<file path="src/rtl/c3er_pkg.sv">
// shared constants and register codes of the 3x3 replicate-border convolution
package c3er_pkg;

    localparam int MAX_WIDTH_DEF  = 1024;
    localparam int PIXEL_BITS_DEF = 16;
    localparam int COEF_BITS_DEF  = 16;

    localparam int CFG_IDX_W    = 3;
    localparam int CFG_DATA_W   = 48;
    localparam int CFG_WIDTH_W  = 11;
    localparam int CFG_HEIGHT_W = 16;
    localparam int ROW_W        = 16;

    localparam logic [CFG_IDX_W-1:0] REG_IMAGE_WIDTH  = 3'd0;
    localparam logic [CFG_IDX_W-1:0] REG_IMAGE_HEIGHT = 3'd1;
    localparam logic [CFG_IDX_W-1:0] REG_COEF_TOP     = 3'd2;
    localparam logic [CFG_IDX_W-1:0] REG_COEF_MID     = 3'd3;
    localparam logic [CFG_IDX_W-1:0] REG_COEF_BOT     = 3'd4;

    localparam logic [CFG_WIDTH_W-1:0]  RST_WIDTH    = 11'd1024;
    localparam logic [CFG_HEIGHT_W-1:0] RST_HEIGHT   = 16'd1024;
    localparam logic [CFG_DATA_W-1:0]   RST_COEF_TOP = 48'h0;
    localparam logic [CFG_DATA_W-1:0]   RST_COEF_MID = 48'h10000;
    localparam logic [CFG_DATA_W-1:0]   RST_COEF_BOT = 48'h0;

    // result slots one pixel can release, in output order
    localparam int RES_BODY_A = 0;
    localparam int RES_BODY_B = 1;
    localparam int RES_LAST_A = 2;
    localparam int RES_LAST_B = 3;
    localparam int RES_SLOTS  = 4;

    localparam int QUEUE_DEPTH = 4;

endpackage

</file>
<file path="src/rtl/c3er_fifo.sv">
// short register queue between the front and back parts
module c3er_fifo #(
    parameter int WIDTH = 32,
    parameter int DEPTH = c3er_pkg::QUEUE_DEPTH
) (
    input  logic             clk,
    input  logic             rst_n,
    input  logic             push,
    input  logic [WIDTH-1:0] wdata,
    input  logic             pop,
    output logic [WIDTH-1:0] rdata,
    output logic             full,
    output logic             empty
);

    localparam int AW = (DEPTH > 1) ? $clog2(DEPTH) : 1;

    logic [WIDTH-1:0] mem [0:DEPTH-1];
    logic [AW-1:0]    wr_ptr_reg, wr_ptr_next;
    logic [AW-1:0]    rd_ptr_reg, rd_ptr_next;
    logic [AW:0]      count_reg, count_next;

    assign full  = (count_reg == (AW+1)'(DEPTH));
    assign empty = (count_reg == '0);
    assign rdata = mem[rd_ptr_reg];

    always_comb
    begin
        wr_ptr_next = wr_ptr_reg;
        rd_ptr_next = rd_ptr_reg;
        count_next  = count_reg;
        if (push)
        begin
            wr_ptr_next = (wr_ptr_reg == AW'(DEPTH - 1)) ? '0 : wr_ptr_reg + 1'b1;
        end
        if (pop)
        begin
            rd_ptr_next = (rd_ptr_reg == AW'(DEPTH - 1)) ? '0 : rd_ptr_reg + 1'b1;
        end
        if (push && !pop)
        begin
            count_next = count_reg + 1'b1;
        end
        else if (pop && !push)
        begin
            count_next = count_reg - 1'b1;
        end
    end

    always_ff @(posedge clk or negedge rst_n)
    begin
        if (!rst_n)
        begin
            wr_ptr_reg <= '0;
            rd_ptr_reg <= '0;
            count_reg  <= '0;
        end
        else
        begin
            wr_ptr_reg <= wr_ptr_next;
            rd_ptr_reg <= rd_ptr_next;
            count_reg  <= count_next;
        end
    end

    always_ff @(posedge clk)
    begin
        if (push)
        begin
            mem[wr_ptr_reg] <= wdata;
        end
    end

endmodule

</file>
<file path="config.mk">
export PLATFORM = sky130hd
export DESIGN_NAME = c3er_fifo
export DESIGN_NICKNAME = d
export VERILOG_FILES = /design/src/rtl/c3er_pkg.sv /design/src/rtl/c3er_fifo.sv
export SDC_FILE = /design/constraint.sdc
export NUM_CORES = 1
export LEC_CHECK = 0
export BUFFER_PORTS_ARGS = -buffer_cell sky130_fd_sc_hd__buf_2
export CELL_PAD_IN_SITES_DETAIL_PLACEMENT = 1
export CELL_PAD_IN_SITES_GLOBAL_PLACEMENT = 2
export CORE_ASPECT_RATIO = 1.5
export CORE_MARGIN = 5
export CORE_UTILIZATION = 50
export CTS_BUF_LIST = sky130_fd_sc_hd__clkbuf_2
export CTS_CLUSTER_DIAMETER = 50
export DETAILED_ROUTE_END_ITERATION = 8
export PLACE_DENSITY = 0.87
export REMOVE_ABC_BUFFERS = 1
export SYNTH_ARGS = -nofsm -noshare
export SYNTH_HDL_FRONTEND = slang
export SYNTH_SLANG_ARGS = --single-unit
</file>
<file path="constraint.sdc">
create_clock -name clk -period 2.9 [get_ports clk]
set_clock_uncertainty 0.1 [all_clocks]
set_input_delay 0 -clock clk [delete_from_list [all_inputs] [get_ports clk]]
set_output_delay 0 -clock clk [all_outputs]
set_load 0.02 [all_outputs]
</file>
==> impl_metrics.csv <==
group,metric,value,unit
status,status,"finished, final reports clean",
setup_path,end_kind,"output pin",
route,top_layer,"met4",
pwr,power_density,874.7,nW/um^2
setup_path,rr_endpoint,"mem[0][19]",
worst_hold_path,min_delay_path_depth,4,
route,wl_met3,399,um
worst_hold_path,min_to,"wr_ptr_reg[0]",
global_route,grt_pass1_vias,2865,
sta,hold_viol,0,
synthesis,yosys_warnings,0,
placement,dp_hpwl,5742,um
setup_path,crit_fanout,21,
sta,slew_headroom,41.34,%
die,die_h,133.5,um
route,dr_total_vias,2570,
cells_and_area,largest_reg_flops,128,
sta,setup_tns,0,ps
clock_network,cts_inserted_buffers,17,
synthesis,syn_avg_cell_area,24.79,sq um
cells_and_area,final_cell_mix,"edfxtp_1 (128), dlygate4sd3_1 (70), buf_2 (69)",
setup_path,rr_worst_depth,3,
cells_and_area,fin_nets,401,
route,totalWireLength,9758,um
synthesis,synthCells,205,
route,via_per_inst,5.256,
sta,fmax,397.1,MHz
setup_path,crit_required,2800,ps
setup_path,regToRegSetupSlack,990,ps
placement,dp.cells,386,
clock_network,numClockSinks,135,
route,ant_nets,0,
cells_and_area,drive_gt1_share,37.47,%
sta,drv_slew,0,
sta,grt_setup_unrepaired,"no",
sta,final-setup-viol-count,0,
clock_network,root_buffer,"clkbuf_2",
global_route,grt_max_degree,33,
clock_network,htree_num_levels,4,
synthesis,synth_seq_area_share,79.09,%
setup_path,arrival,2420,ps
sta,worst-slew-pin-transition,879.9,ps
pwr,peakVddDrop,0.4110,mV
global_route,grt_usage,17.52,%
placement,post-place-ws,901.4,ps
cells_and_area,final_common_cell,"edfxtp_1",
pwr,p_leak,2.305,nW
flow_run,cap_violations,0,
cells_and_area,stdcell_count,489,
global_route,gr-total-overflow,0,
die,boundaryPins,70,
sta,worst_slack,381.9,ps
die,dieArea,12320,sq um
synthesis,ys_ff_latch,135,
setup_path,worst-setup-path-type,"register to output pin",
setup_path,start_kind,"register",
route,drc,0,
clock_network,insertion_delay,650,ps
placement,port-buffer-count,69,
synthesis,synth_area,5081,sq um
worst_hold_path,hold_class,"input pin to register",
route,dr.pass1.iters,5,
global_route,antenna_found_initial,1,
sta,min_period_over_period,86.83,%
worst_hold_path,hold_start,"push",
die,die_w,92.31,um
route,wire_per_inst,19.96,um
clock_network,cts_tree,"built",
die,core,10020,sq um
placement,gp_congestion,0.6576,
clock_network,clock_path_buffers,2,
clock_network,clkTransAtPathRegs,190,ps
synthesis,synth.distinct_cells,20,
route,met2_length,5532,um
global_route,grt_first_pass_wirelength,15590,um
setup_path,r2r-start,"wr_ptr_reg[0]",
die,start_util,50.70,%
route,drt-initial-drc-count,110,
cells_and_area,area_growth,27.36,%
sta,finalCriticalPeriod,2518,ps
route,wl_met1,3708,um
die,rows,45,
[layout make-up]
type / count / area [sq um]
diodes: 1 / 2.502
clock buffers: 17 / 85.08
clock inverters: 15 / 156.4
fillers: 886 / 3551
inverters: 4 / 15.01
multi-input cells: 58 / 962.2
flip-flops and latches: 135 / 4023
well taps: 117 / 146.4
repair buffers: 142 / 1081
[routing by layer]
layer	track usage [%]	up-vias
li1	-	1166
met1	20.06	1335
met2	30.84	62
met3	5.028	7
met4	6.694	0
met5	0	-
[synth_stat cells]
master | n | share of area, %
edfxtp_1 | 128 | 76
mux4_2 | 28 | 12
dfrtp_1 | 7 | 3.4
ha_1 | 6 | 1.5
and2_1 | 4 | 0.49
inv_1 | 4 | 0.30
mux4_1 | 4 | 2.1
buf_12 | 3 | 1.2
buf_2 | 3 | 0.30
mux2_2 | 3 | 0.66
nor2_1 | 3 | 0.22
nand2_1 | 2 | 0.15
o21ai_0 | 2 | 0.20
xor2_1 | 2 | 0.34
buf_6 | 1 | 0.22
clkbuf_1 | 1 | 0.074
fa_1 | 1 | 0.39
nor3_1 | 1 | 0.098
nor3b_1 | 1 | 0.15
xnor2_1 | 1 | 0.17
[metrics by stage]
| step | util, % | hold WS, ps | power [mW] | area (sq um) |
|---|---|---|---|---|
| global route | 64.57 | 67.11 | 5.973 | 6471 |
| detailed placement | 55.12 | -246.0 | 4.599 | 5524 |
| global placement | 55.12 | -252.5 | 4.528 | 5524 |
| finish | 64.57 | 106.1 | 5.660 | 6471 |
| CTS | 64.52 | 17.80 | 5.732 | 6466 |
| floorplan | - | -395.6 | 3.927 | 4991 |
[critical path, stage by stage, from the launching register on]
cell	delay [ps]
dfrtp_4	720
buf_4	300
mux4_1	560
buf_2	170
[kinds of logic (layout without fill, tap and decap cells)]
group | count (synthesis) | in the layout | synth area share [%]
adders and majority gates | 7 | 7 | 1.871
muxes | 35 | 35 | 15.14
other | 0 | 1 | 0
and+or+nand+nor | 11 | 11 | 1.108
AOI/OAI and AO/OA | 2 | 2 | 0.1970
xor gates and xnor gates | 3 | 3 | 0.5172
DFF | 135 | 135 | 79.09
buffers and inverters | 12 | 178 | 2.068
[worst max path at each step]
| stage | startpoint | slack (ps) | end |
|---|---|---|---|
| finish | rd_ptr_reg[0] | 380 | rdata[14] |
| global route | rd_ptr_reg[0] | 160 | rdata[14] |
| CTS | rd_ptr_reg[0] | 80 | rdata[14] |
| detailed placement | rd_ptr_reg[0] | 900 | rdata[14] |
| global placement | rd_ptr_reg[0] | 930 | rdata[14] |
| floorplan | rd_ptr_reg[0] | 610 | rdata[14] |
[what timing repair did]
action	in CTS	in global routing
resized for setup	0	1
endpoints found under the setup margin	0	3
buffers inserted	0	0
hold endpoints to repair	142	0
hold buffers	70	0
[where the power goes]
part           switching, mW  internal, mW
clock network          0.677         0.392
logic                   1.02         0.839
registers              0.221          2.51
total                   1.92          3.74
Power figures use the tool's default switching activity.
